**src/sv/wsd_pkg.sv**
```systemverilog
// wsd_pkg: types and constants shared by the websocket deframer modules
// no dependencies; compiled first
package wsd_pkg;

	// result error codes
	localparam logic [1:0] ERR_NONE   = 2'd0;
	localparam logic [1:0] ERR_LEN64  = 2'd1;
	localparam logic [1:0] ERR_OPCODE = 2'd2;

	// header field masks and length escape codes
	localparam logic [7:0] HDR_TOP_BIT  = 8'h80;
	localparam logic [7:0] HDR_LEN_MASK = 8'h7F;
	localparam logic [7:0] HDR_OPC_MASK = 8'h0F;
	localparam logic [6:0] LEN_EXT16    = 7'd126;
	localparam logic [6:0] LEN_EXT64    = 7'd127;

	// supported opcodes
	localparam logic [3:0] OPC_CONT   = 4'd0;
	localparam logic [3:0] OPC_TEXT   = 4'd1;
	localparam logic [3:0] OPC_BINARY = 4'd2;
	localparam logic [3:0] OPC_PING   = 4'd9;
	localparam logic [3:0] OPC_PONG   = 4'd10;

	// one queued result: raw byte and key byte are combined in the back part
	typedef struct packed {
		logic [7:0] data;
		logic [7:0] key;
		logic       payload_valid;
		logic       frame_end;
		logic       fin_flag;
		logic [3:0] frame_opcode;
		logic [1:0] error_code;
	} wsd_res_t;

endpackage

```
**src/sv/wsd_if.sv**
```systemverilog
// wsd_if: valid/ready channel interfaces for received bytes and results
// no dependencies; compiled after wsd_pkg
interface wsd_in_if;
	logic       valid;
	logic       ready;
	logic [7:0] rx_byte;

	modport source (output valid, output rx_byte, input ready);
	modport sink   (input valid, input rx_byte, output ready);
endinterface

interface wsd_out_if;
	logic       valid;
	logic       ready;
	logic [7:0] payload_byte;
	logic       payload_valid;
	logic       frame_end;
	logic       fin_flag;
	logic [3:0] frame_opcode;
	logic [1:0] error_code;

	modport source (output valid, output payload_byte, output payload_valid,
		output frame_end, output fin_flag, output frame_opcode,
		output error_code, input ready);
	modport sink   (input valid, input payload_byte, input payload_valid,
		input frame_end, input fin_flag, input frame_opcode,
		input error_code, output ready);
endinterface

```
**src/sv/websocket_frame_deframer_top.sv**
```systemverilog
// websocket_frame_deframer_top: byte-stream websocket frame deframer
// depends on wsd_pkg, wsd_if, wsd_front, wsd_fifo, wsd_back
//
//  channel  dir  transaction
//  rx       in   one received byte (rx_byte)
//  res      out  one result: payload_byte, payload_valid, frame_end,
//                fin_flag, frame_opcode, error_code
//
// one byte is taken every cycle while the queue is not full; each result is
// written to a queue entry at the accepting edge, then moves to the result register
// arst_n clears parser phase, queue pointers and the result valid
// rx stalls only when the queue is full; while res is stalled the result
// register holds its transaction and the queue fills behind it
module websocket_frame_deframer_top
	import wsd_pkg::*;
#(
	parameter int QUEUE_DEPTH = 2   // 2 or more entries
)(
	input  logic      clk,
	input  logic      arst_n,
	wsd_in_if.sink    rx,
	wsd_out_if.source res
);

	logic     q_push, q_full, q_pop, q_empty;
	wsd_res_t q_wdata, q_rdata;

	// header parsing and classification
	wsd_front u_front (
		.clk    (clk),
		.arst_n (arst_n),
		.rx     (rx),
		.q_full (q_full),
		.q_push (q_push),
		.q_data (q_wdata)
	);

	// decoupling queue
	wsd_fifo #(
		.DEPTH (QUEUE_DEPTH)
	) u_fifo (
		.clk       (clk),
		.arst_n    (arst_n),
		.push      (q_push),
		.push_data (q_wdata),
		.full      (q_full),
		.pop       (q_pop),
		.pop_data  (q_rdata),
		.empty     (q_empty)
	);

	// unmasking and result register
	wsd_back u_back (
		.clk     (clk),
		.arst_n  (arst_n),
		.q_empty (q_empty),
		.q_data  (q_rdata),
		.q_pop   (q_pop),
		.res     (res)
	);

endmodule

```
**src/sv/wsd_front.sv**
```systemverilog
// wsd_front: header parser; takes one byte per transaction and pushes results
// depends on wsd_pkg and wsd_in_if
module wsd_front
	import wsd_pkg::*;
(
	input  logic          clk,
	input  logic          arst_n,
	wsd_in_if.sink        rx,
	input  logic          q_full,
	output logic          q_push,
	output wsd_res_t      q_data
);

	// parser phases
	localparam logic [2:0] PH_HDR0  = 3'd0;
	localparam logic [2:0] PH_HDR1  = 3'd1;
	localparam logic [2:0] PH_EXTHI = 3'd2;
	localparam logic [2:0] PH_EXTLO = 3'd3;
	localparam logic [2:0] PH_MASK  = 3'd4;
	localparam logic [2:0] PH_DATA  = 3'd5;

	logic [2:0]  phase_q, phase_d;
	logic [3:0]  opcode_q, opcode_d;
	logic        fin_q, fin_d;
	logic        masked_q, masked_d;
	logic [15:0] left_q, left_d;
	logic [31:0] key_q, key_d;
	logic [1:0]  sub_q, sub_d;

	logic        accept;
	logic        emit;
	wsd_res_t    res;
	logic [6:0]  len7;
	logic [3:0]  opc_in;
	logic [15:0] left_dec;
	logic [7:0]  key_byte;

	assign rx.ready = ~q_full;
	assign accept   = rx.valid & ~q_full;
	assign len7     = rx.rx_byte[6:0] & HDR_LEN_MASK[6:0];
	assign opc_in   = rx.rx_byte[3:0] & HDR_OPC_MASK[3:0];
	assign left_dec = left_q - 16'd1;

	// key byte for the current payload offset, first key byte in the top bits
	always_comb begin
		case (sub_q)
			2'd0:    key_byte = key_q[31:24];
			2'd1:    key_byte = key_q[23:16];
			2'd2:    key_byte = key_q[15:8];
			default: key_byte = key_q[7:0];
		endcase
	end

	// next state and result of the accepted byte
	always_comb begin
		phase_d  = phase_q;
		opcode_d = opcode_q;
		fin_d    = fin_q;
		masked_d = masked_q;
		left_d   = left_q;
		key_d    = key_q;
		sub_d    = sub_q;
		emit     = 1'b0;
		res      = '0;
		case (phase_q)
			PH_HDR1: begin
				masked_d = |(rx.rx_byte & HDR_TOP_BIT);
				if (len7 == LEN_EXT64) begin
					phase_d        = PH_HDR0;
					emit           = 1'b1;
					res.frame_end  = 1'b1;
					res.error_code = ERR_LEN64;
				end else if (len7 == LEN_EXT16) begin
					phase_d = PH_EXTHI;
				end else begin
					left_d = {9'd0, len7};
					sub_d  = 2'd0;
					if (masked_d) begin
						phase_d = PH_MASK;
					end else if (len7 == 7'd0) begin
						phase_d       = PH_HDR0;
						emit          = 1'b1;
						res.frame_end = 1'b1;
					end else begin
						phase_d = PH_DATA;
					end
				end
			end
			PH_EXTHI: begin
				left_d  = {rx.rx_byte, 8'd0};
				phase_d = PH_EXTLO;
			end
			PH_EXTLO: begin
				left_d = {left_q[15:8], rx.rx_byte};
				sub_d  = 2'd0;
				if (masked_q) begin
					phase_d = PH_MASK;
				end else if (left_d == 16'd0) begin
					phase_d       = PH_HDR0;
					emit          = 1'b1;
					res.frame_end = 1'b1;
				end else begin
					phase_d = PH_DATA;
				end
			end
			PH_MASK: begin
				key_d = {key_q[23:0], rx.rx_byte};
				if (sub_q == 2'd3) begin
					sub_d = 2'd0;
					if (left_q == 16'd0) begin
						phase_d       = PH_HDR0;
						emit          = 1'b1;
						res.frame_end = 1'b1;
					end else begin
						phase_d = PH_DATA;
					end
				end else begin
					sub_d = sub_q + 2'd1;
				end
			end
			PH_DATA: begin
				sub_d             = sub_q + 2'd1;
				left_d            = left_dec;
				emit              = 1'b1;
				res.data          = rx.rx_byte;
				res.key           = masked_q ? key_byte : 8'd0;
				res.payload_valid = 1'b1;
				res.frame_end     = (left_dec == 16'd0);
				if (left_dec == 16'd0) begin
					phase_d = PH_HDR0;
				end
			end
			default: begin
				fin_d    = |(rx.rx_byte & HDR_TOP_BIT);
				opcode_d = opc_in;
				if (opc_in == OPC_CONT || opc_in == OPC_TEXT || opc_in == OPC_BINARY ||
					opc_in == OPC_PING || opc_in == OPC_PONG) begin
					phase_d = PH_HDR1;
				end else begin
					phase_d        = PH_HDR0;
					emit           = 1'b1;
					res.frame_end  = 1'b1;
					res.error_code = ERR_OPCODE;
				end
			end
		endcase
		res.fin_flag     = fin_d;
		res.frame_opcode = opcode_d;
	end

	assign q_push = accept & emit;
	assign q_data = res;

	// parser state
	always_ff @(posedge clk or negedge arst_n) begin
		if (!arst_n) begin
			phase_q  <= PH_HDR0;
			opcode_q <= '0;
			fin_q    <= 1'b0;
			masked_q <= 1'b0;
			left_q   <= '0;
			key_q    <= '0;
			sub_q    <= '0;
		end else if (accept) begin
			phase_q  <= phase_d;
			opcode_q <= opcode_d;
			fin_q    <= fin_d;
			masked_q <= masked_d;
			left_q   <= left_d;
			key_q    <= key_d;
			sub_q    <= sub_d;
		end
	end

endmodule

```
**src/sv/wsd_fifo.sv**
```systemverilog
// wsd_fifo: short result queue between the parser and the output stage
// depends on wsd_pkg
module wsd_fifo
	import wsd_pkg::*;
#(
	parameter int DEPTH = 2
)(
	input  logic     clk,
	input  logic     arst_n,
	input  logic     push,
	input  wsd_res_t push_data,
	output logic     full,
	input  logic     pop,
	output wsd_res_t pop_data,
	output logic     empty
);

	localparam int PW = (DEPTH > 1) ? $clog2(DEPTH) : 1;
	localparam int CW = $clog2(DEPTH + 1);
	localparam logic [PW-1:0] LAST  = PW'(DEPTH - 1);
	localparam logic [CW-1:0] FULLC = CW'(DEPTH);

	wsd_res_t      mem_q [DEPTH];
	logic [PW-1:0] wr_q, rd_q;
	logic [CW-1:0] cnt_q;
	logic          do_push, do_pop;

	assign full     = (cnt_q == FULLC);
	assign empty    = (cnt_q == '0);
	assign do_push  = push & ~full;
	assign do_pop   = pop & ~empty;
	assign pop_data = mem_q[rd_q];

	// entry storage
	always_ff @(posedge clk) begin
		if (do_push) begin
			mem_q[wr_q] <= push_data;
		end
	end

	// pointers and fill count
	always_ff @(posedge clk or negedge arst_n) begin
		if (!arst_n) begin
			wr_q  <= '0;
			rd_q  <= '0;
			cnt_q <= '0;
		end else begin
			if (do_push) begin
				wr_q <= (wr_q == LAST) ? '0 : wr_q + PW'(1);
			end
			if (do_pop) begin
				rd_q <= (rd_q == LAST) ? '0 : rd_q + PW'(1);
			end
			if (do_push && !do_pop) begin
				cnt_q <= cnt_q + CW'(1);
			end else if (do_pop && !do_push) begin
				cnt_q <= cnt_q - CW'(1);
			end
		end
	end

endmodule

```
**src/sv/wsd_back.sv**
```systemverilog
// wsd_back: output stage; unmasks queued payload bytes into the result register
// depends on wsd_pkg and wsd_out_if
module wsd_back
	import wsd_pkg::*;
(
	input  logic      clk,
	input  logic      arst_n,
	input  logic      q_empty,
	input  wsd_res_t  q_data,
	output logic      q_pop,
	wsd_out_if.source res
);

	logic       valid_q;
	logic [7:0] byte_q;
	logic       pvalid_q;
	logic       end_q;
	logic       fin_q;
	logic [3:0] opcode_q;
	logic [1:0] err_q;

	// take the next entry whenever the result register is free or draining
	assign q_pop = ~q_empty & (~valid_q | res.ready);

	always_ff @(posedge clk or negedge arst_n) begin
		if (!arst_n) begin
			valid_q <= 1'b0;
		end else if (!valid_q || res.ready) begin
			valid_q <= ~q_empty;
		end
	end

	// result payload
	always_ff @(posedge clk) begin
		if (q_pop) begin
			byte_q   <= q_data.data ^ q_data.key;
			pvalid_q <= q_data.payload_valid;
			end_q    <= q_data.frame_end;
			fin_q    <= q_data.fin_flag;
			opcode_q <= q_data.frame_opcode;
			err_q    <= q_data.error_code;
		end
	end

	assign res.valid         = valid_q;
	assign res.payload_byte  = byte_q;
	assign res.payload_valid = pvalid_q;
	assign res.frame_end     = end_q;
	assign res.fin_flag      = fin_q;
	assign res.frame_opcode  = opcode_q;
	assign res.error_code    = err_q;

endmodule
```
**src/flat_wrapper.sv**
```systemverilog
// flat-port wrapper written by rule: the top's interface ports become plain ports
module websocket_frame_deframer_top_flat import wsd_pkg::*;
#(
	parameter int QUEUE_DEPTH = 2                       
)
  (clk, arst_n, rx_valid, rx_rx_byte, rx_ready, res_valid, res_payload_byte, res_payload_valid, res_frame_end, res_fin_flag, res_frame_opcode, res_error_code, res_ready);
  wsd_in_if rx_i ();
  wsd_out_if res_i ();
  input  logic clk;
  input  logic arst_n;
  input wire logic [$bits(rx_i.valid)-1:0] rx_valid;
  input wire logic [$bits(rx_i.rx_byte)-1:0] rx_rx_byte;
  output wire logic [$bits(rx_i.ready)-1:0] rx_ready;
  output wire logic [$bits(res_i.valid)-1:0] res_valid;
  output wire logic [$bits(res_i.payload_byte)-1:0] res_payload_byte;
  output wire logic [$bits(res_i.payload_valid)-1:0] res_payload_valid;
  output wire logic [$bits(res_i.frame_end)-1:0] res_frame_end;
  output wire logic [$bits(res_i.fin_flag)-1:0] res_fin_flag;
  output wire logic [$bits(res_i.frame_opcode)-1:0] res_frame_opcode;
  output wire logic [$bits(res_i.error_code)-1:0] res_error_code;
  input wire logic [$bits(res_i.ready)-1:0] res_ready;
  assign rx_i.valid = rx_valid;
  assign rx_i.rx_byte = rx_rx_byte;
  assign rx_ready = rx_i.ready;
  assign res_valid = res_i.valid;
  assign res_payload_byte = res_i.payload_byte;
  assign res_payload_valid = res_i.payload_valid;
  assign res_frame_end = res_i.frame_end;
  assign res_fin_flag = res_i.fin_flag;
  assign res_frame_opcode = res_i.frame_opcode;
  assign res_error_code = res_i.error_code;
  assign res_i.ready = res_ready;
  websocket_frame_deframer_top #(.QUEUE_DEPTH(QUEUE_DEPTH)) u_core (.clk(clk), .arst_n(arst_n), .rx(rx_i), .res(res_i));
endmodule
```
**config.mk**
```make
export PLATFORM = sky130hd
export DESIGN_NAME = websocket_frame_deframer_top_flat
export DESIGN_NICKNAME = d
export VERILOG_FILES = /design/src/sv/wsd_pkg.sv /design/src/sv/wsd_if.sv /design/src/sv/websocket_frame_deframer_top.sv /design/src/sv/wsd_front.sv /design/src/sv/wsd_fifo.sv /design/src/sv/wsd_back.sv /design/src/flat_wrapper.sv
export SDC_FILE = /design/constraint.sdc
export NUM_CORES = 1
export LEC_CHECK = 0
export ABC_AREA = 1
export BUFFER_PORTS_ARGS = -buffer_cell sky130_fd_sc_hd__buf_2
export CORE_UTILIZATION = 40
export CTS_BUF_LIST = sky130_fd_sc_hd__clkbuf_4 sky130_fd_sc_hd__clkbuf_8
export CTS_CLUSTER_DIAMETER = 40
export DETAILED_ROUTE_END_ITERATION = 8
export SYNTH_ARGS = -nofsm -noshare
export SYNTH_HDL_FRONTEND = slang
export SYNTH_SLANG_ARGS = --single-unit
export TNS_END_PERCENT = 100
```
**constraint.sdc**
```tcl
create_clock -name clk -period 2.7 [get_ports clk]
set_input_delay 0.81 -clock clk [delete_from_list [all_inputs] [get_ports clk]]
set_output_delay 0.81 -clock clk [all_outputs]
set_load 0.05 [all_outputs]
```
# ---- Word-level counts from Yosys, hierarchy flattened
# Memory sizes are Yosys's and may differ from the RTL's.
# Index checks and enable logic that the tools add are counted.
# W data, S select, Z words.
dict set report op_classes {
  add_sub_neg 6
  multipliers 0
  div_mod_pow 0
  magnitude_cmp 0
  eq_ne 19
  n_shift 0
  n_mux 43
  bitwise 11
  reduce_logical 29
}
# operator count
set ops {}
lappend ops {{$pmux W16 S4} 1}
lappend ops {{$logic_not A16 Y1} 3}
lappend ops {{$mux W16} 2}
lappend ops {{$mux W3} 9}
lappend ops {{$pmux W8 S3} 1}
lappend ops {{$mux W17} 1}
lappend ops {{$mux W1} 16}
lappend ops {{$sub A16 B1 Y16 const B} 1}
lappend ops {{$pmux W3 S5} 1}
lappend ops {{$eq A7 B7 Y1 const B} 2}
lappend ops {{$mux W2} 6}
lappend ops {{$pmux W1 S5} 2}
lappend ops {{$eq A4 B4 Y1 const B} 2}
lappend ops {{$mux W8} 1}
lappend ops {{$ne A2 B2 Y1 const B} 4}
lappend ops {{$pmux W2 S4} 1}
lappend ops {{$reduce_and A4 Y1} 2}
lappend ops {{$reduce_bool A4 Y1} 2}
lappend ops {{$xor A8 B8 Y8} 1}
lappend ops {{$logic_not A7 Y1} 1}
lappend ops {{$eq A2 B2 Y1 const B} 3}
lappend ops {{$eq A3 B2 Y1 const B} 2}
lappend ops {{$eq A3 B3 Y1 const B} 2}
lappend ops {{$and A1 B1 Y1} 5}
lappend ops {{23 further kinds} 37}
dict set report word_totals {
  register_bits 81
  latch_bits 0
  ramBits 50
  mem_bits_ro 0
  input_bits 12
  output_inout_bits 19
  elab_cells 127
  memories 1
}
# name depth width rd rd_ports_with_merged_regs wr line_no
set memory_table {}
lappend memory_table {u_core.u_fifo.mem_q 2 25 1 0 1 wsd_fifo.sv:23} ;# wsd_res_t mem_q [DEPTH];

# ---- Logic depth before layout (Yosys ltp)
# Gate-level depths: netlist (run 1).
dict set report depth {
  word_depth 13
  mapped_depth 15
  ltp_nobuf 15
}

# ---- Modules after synthesis
# A second synthesis (run 1) with hierarchy kept.
dict set report unflattened {
  cells_unflattened 705
  hier_area_um2 6299.8
}
# module n_inst cells_each area_per_inst_um2
set by_module_without_submodules {}
lappend by_module_without_submodules {wsd_front 1 489 3570.9}
lappend by_module_without_submodules {wsd_fifo 1 162 2057.0}
lappend by_module_without_submodules {wsd_back 1 54 671.9}

# ---- Least setup slack after synthesis (run 1)
# No wires, ideal clock.
dict set report synth_path {
  kind {in2reg}
  start {input rx_rx_byte[6]}
  end {memory u_core.u_fifo.mem_q[1][0] (netlist bit) (enable)}
  setup_time_ns 0.407
  arrival_ns 2.750
  required_ns 2.293
  slack_ns -0.457
  stages 7
  cell_sequence {inv_1 > nand3_1 > nor3_1 > nand3_1 > nand4_1 > nand2_1 > nor2_1}
}
dict set report synth_between {
  elab_chain_cells 10
  word_cells_on_any_way 15
  classes_between {eq/ne (2); mux (9); bitwise (2); reduce/logical (2)}
}
# item line_no
set synth_lines {}
lappend synth_lines {{start: declaration} flat_wrapper.sv:12} ;# input wire logic [$bits(rx_i.rx_byte)-1:0] rx_rx_byte;
lappend synth_lines {{$logic_not A7 Y1} wsd_front.sv:80} ;# end else if (len7 == 7'd0) begin
lappend synth_lines {{$mux W1} wsd_front.sv:80}
lappend synth_lines {{$mux W1} wsd_front.sv:78} ;# if (masked_d) begin
lappend synth_lines {{$mux W1} wsd_front.sv:73} ;# end else if (len7 == LEN_EXT16) begin
lappend synth_lines {{$mux W1} wsd_front.sv:68} ;# if (len7 == LEN_EXT64) begin
lappend synth_lines {{$pmux W1 S5 (*)} wsd_front.sv:65} ;# case (phase_q)
lappend synth_lines {{$and A1 B1 Y1 (*)} wsd_front.sv:151} ;# assign q_push = accept & emit;
lappend synth_lines {{$and A1 B1 Y1 (*)} wsd_fifo.sv:30} ;# assign do_push = push & ~full;
lappend synth_lines {{$mux W1 (*)} wsd_fifo.sv:36} ;# if (do_push) begin
lappend synth_lines {{$mux W1 (implied by the code) (*)} wsd_fifo.sv:37} ;# mem_q[wr_q] <= push_data;
lappend synth_lines {{end: declaration} wsd_fifo.sv:23}
# Every way passes the cells marked *; elsewhere a longest branch is shown, timed or not.

# ---- Worst setup path after layout (run 1)
dict set report layout_path {
  start {register u_core.u_front.left_q[0]}
  end {register u_core.u_fifo.cnt_q[1]}
}
dict set report layout_between {
  elab_chain_cells 9
  word_cells_on_any_way 11
  classes_between {mux (4); bitwise (2); reduce/logical (5)}
}
# item line_no
set layout_lines {}
lappend layout_lines {{start: declaration} wsd_front.sv:26} ;# logic [15:0] left_q, left_d;
lappend layout_lines {{start signal: assignment} wsd_front.sv:169} ;# left_q <= left_d;
lappend layout_lines {{$logic_not A16 Y1 (*)} wsd_front.sv:110} ;# if (left_q == 16'd0) begin
lappend layout_lines {{$mux W1 (*)} wsd_front.sv:110}
lappend layout_lines {{$mux W1 (*)} wsd_front.sv:108} ;# if (sub_q == 2'd3) begin
lappend layout_lines {{$pmux W1 S5 (*)} wsd_front.sv:65}
lappend layout_lines {{$and A1 B1 Y1 (*)} wsd_front.sv:151}
lappend layout_lines {{$and A1 B1 Y1 (*)} wsd_fifo.sv:30}
lappend layout_lines {{via u_core.u_fifo.do_push} wsd_fifo.sv:26} ;# logic do_push, do_pop;
lappend layout_lines {{$logic_not A1 Y1} wsd_fifo.sv:56} ;# end else if (do_pop && !do_push) begin
lappend layout_lines {{$logic_and A1 B1 Y1} wsd_fifo.sv:56}
lappend layout_lines {{$reduce_bool A2 Y1 (no source line)} -}
lappend layout_lines {{end signal: assignment} wsd_fifo.sv:55} ;# cnt_q <= cnt_q + CW'(1);
lappend layout_lines {{end signal: assignment} wsd_fifo.sv:57} ;# cnt_q <= cnt_q - CW'(1);
lappend layout_lines {{end: declaration} wsd_fifo.sv:25} ;# logic [CW-1:0] cnt_q;
# The timed path passes the listed nets; every way through them passes the cells marked *.
# A chain may end at the register's enable or synchronous reset.

==> results of run 1 <==
## cell type report
| type | instances | area, sq um | share of cell area |
|---|---|---|---|
| Sequential cell | 131 | 3610 | 0.509 |
| Multi-Input combinational cell | 421 | 2170 | 0.306 |
| Timing Repair Buffer | 56 | 383 | 0.0540 |
| Inverter | 75 | 282 | 0.0397 |
| Clock buffer | 20 | 256 | 0.0361 |
| Tap cell | 184 | 230 | 0.0324 |
| Clock inverter | 12 | 163 | 0.0229 |
## report_power, final
part	leakage [nW]	internal [mW]	switching, mW	total (mW)
sequential	1.44	2.94	0.354	3.29
clock	0.212	1.02	0.745	1.77
combinational	1.46	0.929	2.14	3.06
total	3.11	4.89	3.24	8.12
## metrics by stage
step	std cells	total power [mW]	setup WS [ns]
floorplan	643	5.58	0.129
global placement	867	6.33	0.119
detailed placement	867	6.40	0.0783
CTS	899	8.20	0.234
global route	899	8.70	0.0848
finish	899	8.12	0.334
## cell families after synthesis
family | synth area share
buffers and inverters | 0.0584
multiplexers | 0.0166
AND/OR/NAND/NOR | 0.185
flip-flops | 0.590
XOR/XNOR | 0.0300
AO/OA/AOI/OAI | 0.105
adder cells (fa/ha/maj) | 0.0143
## synth_stat cells (3+ instances only)
cell type,instances
buf_1,3
a22oi_1,4
edfxtp_1,67
a21oi_1,22
nor3_2,3
o22ai_1,7
nand4_1,4
a221oi_1,3
nor2_2,3
nor3_1,4
clkbuf_1,9
dfrtp_1,64
a211oi_1,3
inv_1,51
mux2_1,9
nor2_4,3
nand2_2,3
nor2_1,50
a31oi_1,6
xnor2_1,10
xor2_1,11
ha_1,7
inv_2,23
o21ai_1,48
o21ai_0,22
nand3_1,18
nand2_1,172
## worst max-delay path by stage
stage,slack (ns),cells after the start,startpoint,end
6_report,0.33,14,u_core.u_front.left_q[0],u_core.u_fifo.cnt_q[1]
5_1_grt,0.08,14,u_core.u_front.left_q[0],u_core.u_fifo.cnt_q[1]
4_1_cts,0.23,14,u_core.u_front.left_q[0],u_core.u_fifo.cnt_q[1]
3_5_place_dp,0.08,12,rx_rx_byte[3],u_core.u_fifo.cnt_q[1]
3_3_place_gp,0.12,12,rx_rx_byte[3],u_core.u_fifo.cnt_q[1]
2_1_floorplan,0.13,7,rx_rx_byte[6],u_core.u_fifo.mem_q[0][0]
## layer usage
metal | wire length, um | part of all wire | vias up
li1 | - | - | 2257
met1 | 6230 | 0.47 | 2099
met2 | 6150 | 0.46 | 84
met3 | 547 | 0.041 | 23
met4 | 398 | 0.030 | 0
met5 | 0 | 0 | -
## what timing repair did
action	CTS	global route
gates resized for setup	0	1
setup endpoints to repair	0	1
hold buffers	0	0
## registers in the layout, summed over array words and instances, names as in the netlist, 3 cells and up
| name | count |
|---|---|
| u_core.u_front.key_q | 32 |
| u_core.u_front.opcode_q | 4 |
| u_core.u_back.res.frame_opcode | 4 |
| u_core.u_fifo.mem_q | 50 |
| u_core.u_front.phase_q | 3 |
| u_core.u_front.left_q | 16 |
| u_core.u_back.res.payload_byte | 8 |
==> results.md, run 1 <==
* Most Crowded Layer GR: met2
* CP required at ~3.0 ns
* Placed Instance Area at about 0.0067 sq mm
* Status: finished, final reports clean
* Drt total wl at approximately 13 mm
* Antenna violations before repair at 0
* Met2 Usage GRT at 0.292
* 1st-iter DRT viols at between 200 and 300
* Vias per Instance at around 5
* R2R setup slack at between 0.3 and 0.4 ns
* Largest net degree at the start of global routing at between 60 and 70
* Drc violations at 0
* Setup Buffers After CTS at 0
* Core area at 0.0148 sq mm
* Synth Cell Area at a little over 0.006 sq mm
* Final setup fails at 0
* Area share of the largest cell type after synthesis at 0.329
* RSZ-0062 raised after global routing: no
* P_leak at 3.11 nW
* #FFs+latches synth at about 130
* CTS tree: built
* Max_slew headroom at 0.634
* Crit path cell chain: inv_2, ha_1, nand3_2, inv_2, nand2_1, nor3_2, a21oi_1, nand4_1, nand2_1, inv_1, ha_1, a21oi_1, o21ai_0, xor2_1
* Max cap viols at 0
* Crit Path Class: flop to flop
* Global-route wire length before repair at approximately 22 mm
* RR Endpoint: u_core.u_fifo.cnt_q[1]
* Drt pass-1 iters at 4
* CTS root buf: clkbuf_8
* Cell types occupying the most area after synthesis: edfxtp_1 (33%), dfrtp_1 (26%), nand2_1 (11%)
* Fmax at 0.423 GHz
* Port bufs at 30
* Vias at 4463
* Crit share post-route at 0.876
* Post-synth cell types at 38
* R2R cell count at 14
* Power per cell area at ~1100 mW/mm^2
* Final Max Slew Viols at 0
* Sequential area share after synthesis at 0.590
* Area leader, netlist: edfxtp_1
* Design Area, Final at approximately 0.007 sq mm
* Ant. Diodes at 0
* GR Util met3 at 0.0467
* Clock Tree Buf Depth at 2
* Reg2reg start: u_core.u_front.left_q[0]
* WP data arrival at ~2.7 ns
* Share of cells above drive strength 1 at 0.180
* # rows at 44
* DIE AREA at between 0.015 and 0.02 sq mm
* Delay-heaviest family, CP: simple AND/OR/NAND/NOR gates
* Routed Antenna Nets at 0
* Filler instances at about 1400
* Util after Layout at 0.481
* HP Class: input port to asynchronous set/reset pin
* EDFF count, synth at 67
* Met1 GRT Util at 0.231
* Routability congestion estimate at 0.844
* Crit Path Max Fanout at 5
* Hold Violations, Final at 0
* Most common cell after layout, fill and taps aside: nand2_1
* Final hold slack at 0.377 ns
* Main synth FF type: edfxtp_1
* Clock Latency Late Sink at ~0.45 ns
* Buffers and inverters on the worst path at 3
* Gr ovfl total at 0
* Routed len/inst at 14.8 um
* Syn Area/Cell at ~9.5 sq um
* Mapped Nets at about 660
* Die span in x at between 100 and 150 um
* CTS sink count at ~130
* Clock skew at approximately 0.014 ns
* Fin Setup TNS at 0 ns
* Leading cell types in the layout, fill and taps excluded: nand2_1 (172), edfxtp_1 (67), dfrtp_1 (64)
* Asr flop ratio synth at 0.489
* Area Growth Syn to Fin at 15.9%
* IO Count at 31
* H-tree depth at 4
* Fin nets at 721
* Die Ht at 126 um
* Crit path max-delay cell type: dfrtp_1
* Vias in the first global route at about 4500
* Tmin final at between 2 and 2.5 ns
* Initial Util at 0.415
* Clock buffer count from CTS at 17
* Yosys warnings at 0
* CTS clk-pin slew, worst paths at 0.08 ns
* Actual slew at the worst max-slew pin at between 0.5 and 0.6 ns
* VDD IR max at 0.381 mV
* CP peak stage delay at around 0.4 ns
* Synth Instances at 643
* Detail Placement HPWL at just over 9 mm
* Setup crit start kind: flop
* GRT Total Usage at 0.183
* Critical Path Sink Type: flop
(Power assumes the default switching activity.)
==> run 2: changes to the inputs <==
CTS_BUF_LIST = sky130_fd_sc_hd__clkbuf_16   (was sky130_fd_sc_hd__clkbuf_4 sky130_fd_sc_hd__clkbuf_8)
HOLD_SLACK_MARGIN = 0.1   (was not set)
SKIP_CTS_REPAIR_TIMING = 1   (was not set)
==> run 2 against run 1 <==
Net effect: cell count did not move; non-clock buffer count did not move; sequential share of layout area fell by 1.3 points; global-route usage fell by 0.054 points; first-iteration DRC count fell by 7.4%; total power rose by 7.2%; sequential power barely moved; clock power rose by 32%; setup slack improved by 0.0057 ns; flip-flop and latch count did not move; clock skew fell by 0.0037 ns; routed wire length rose by 0.50%; critical path type unchanged; highest routed layer unchanged.
==> results.md, run 2 (synthesized netlist as in run 1, its figures left out) <==
* Post-route non-filler standard cell count at 899
* Share of cells above drive strength 1 at 0.176
* Core area at 0.0148 sq mm
* Leading cell types in the layout, fill and taps excluded: nand2_1 (172), edfxtp_1 (67), dfrtp_1 (64)
* Clock skew at 0.0108 ns
* Routed len/inst at around 15 um
* Placed cells at between 800 and 900
* Placed Instance Area at 0.00667 sq mm
* IO Count at 31
* RSZ-0062 raised after global routing: no
* Die span in x at approximately 130 um
* Vias in the first global route at 4467
* Most common cell after layout, fill and taps aside: nand2_1
* Clock buffer count from CTS at 17
* DIE AREA at 0.0158 sq mm
* Tmin final at 2.36 ns
* CTS tree: built
* Detail Placement HPWL at a little over 9 mm
* Max_slew headroom at 0.628
* Register with the most flip-flops: u_core.u_fifo.mem_q
* Status: finished, final reports clean
* CTS root buf: clkbuf_16
* Fin nets at 721
* Critical Path Sink Type: flop
* Die Ht at 126 um
* Gr ovfl total at 0
* Util after Layout at 0.493
* Clock Tree Buf Depth at 2
* Total power draw at just under 9 mW
* Largest net degree at the start of global routing at between 60 and 70
* Area Growth Syn to Fin at 18.8%
* HP Class: input port to asynchronous set/reset pin
* Final Max Slew Viols at 0
* Design Area, Final at between 0.007 and 0.008 sq mm
* Max reg flops at 50
* CTS sink count at roughly 130
* Max cap viols at 0
* # rows at 44
* GRT Total Usage at 0.182
* Crit Path Max Fanout at 5
* Initial Util at 0.415
* R2R cell count at 14
* Routability congestion estimate at roughly 0.84
* H-tree depth at 4
* Drc violations at 0
* Fin Setup TNS at 0 ns
* Vias per Instance at 4.99
* Pre-CTS WS at ~0.078 ns
* Power per cell area at between 1000 and 1500 mW/mm^2
* WP data arrival at between 2 and 3 ns
* Setup crit start kind: flop
* Antenna violations before repair at 0
* Ant. Diodes at 0
* Crit Path Class: flop to flop
* Global-route wire length before repair at 22.0 mm
* Hold Violations, Final at 0
* 1st-iter DRT viols at roughly 260
* Crit share post-route at 0.874
* Port bufs at 30
* Final setup fails at 0
* Drt pass-1 iters at 5
* CP required at 3.00 ns
* Final hold slack at between 0.4 and 0.5 ns
* Drt total wl at between 10 and 15 mm
* Clock Latency Late Sink at 0.42 ns
* Slack of the critical path at ~0.34 ns
* Regs by FF count: u_core.u_fifo.mem_q: 50 flops, u_core.u_front.key_q: 32 flops, u_core.u_front.left_q: 16 flops
* VDD IR max at around 0.52 mV
* P_leak at ~3.2 nW
* Actual slew at the worst max-slew pin at 0.556 ns
* Routed Antenna Nets at 0
* Vias at between 4000 and 5000
* Fmax at about 0.42 GHz
* CTS clk-pin slew, worst paths at about 0.06 ns
-- run 2: cell count changes in the layout (fill, tap and decap cells not counted) --
cell | before | now
clkbuf_4 | 3 | 0
clkbuf_16 | 0 | 17
inv_1 | 51 | 54
clkbuf_8 | 17 | 0
-- run 2: path summary, 6_finish.rpt --
path                                             endpoint                      from  slack, ns
worst max-delay path               u_core.u_fifo.cnt_q[1]  u_core.u_front.left_q[0]       0.34
worst min-delay path             u_core.u_front.key_q[29]                    arst_n       0.41
worst max register to register     u_core.u_fifo.cnt_q[1]  u_core.u_front.left_q[0]       0.34
worst min register to register         u_core.u_fifo.wr_q        u_core.u_fifo.wr_q       0.49
max in group asynchronous       u_core.u_front.phase_q[0]                    arst_n       2.00
min in group clk                       u_core.u_fifo.wr_q        u_core.u_fifo.wr_q       0.49
-- run 2: report_power, final --
part	internal [mW]	switching, mW
Combinational	0.929	2.14
Sequential	2.94	0.355
Clock	1.52	0.822
-- run 2: routing by layer --
layer | routed length (um) | global-route usage
met1 | 6230 | 0.229
met2 | 6190 | 0.296
met3 | 572 | 0.0467
met4 | 392 | 0.0818
met5 | 0 | 0
-- run 2: cell type report --
class | instances | area, sq um
Clock buffer | 17 | 425
Sequential cell | 131 | 3610
Tap cell | 184 | 230
Inverter | 75 | 282
Timing Repair Buffer | 56 | 383
Multi-Input combinational cell | 421 | 2170
Fill cell | 1333 | 7480
Clock inverter | 15 | 174
-- run 2: critical path, cell delays in order (launching register included) --
cell	delay [ns]
dfrtp_1	0.40
inv_2	0.09
ha_1	0.20
nand3_2	0.15
inv_2	0.08
nand2_1	0.09
nor3_2	0.21
a21oi_1	0.11
nand4_1	0.13
nand2_1	0.09
inv_1	0.06
ha_1	0.24
a21oi_1	0.12
o21ai_0	0.11
xor2_1	0.15
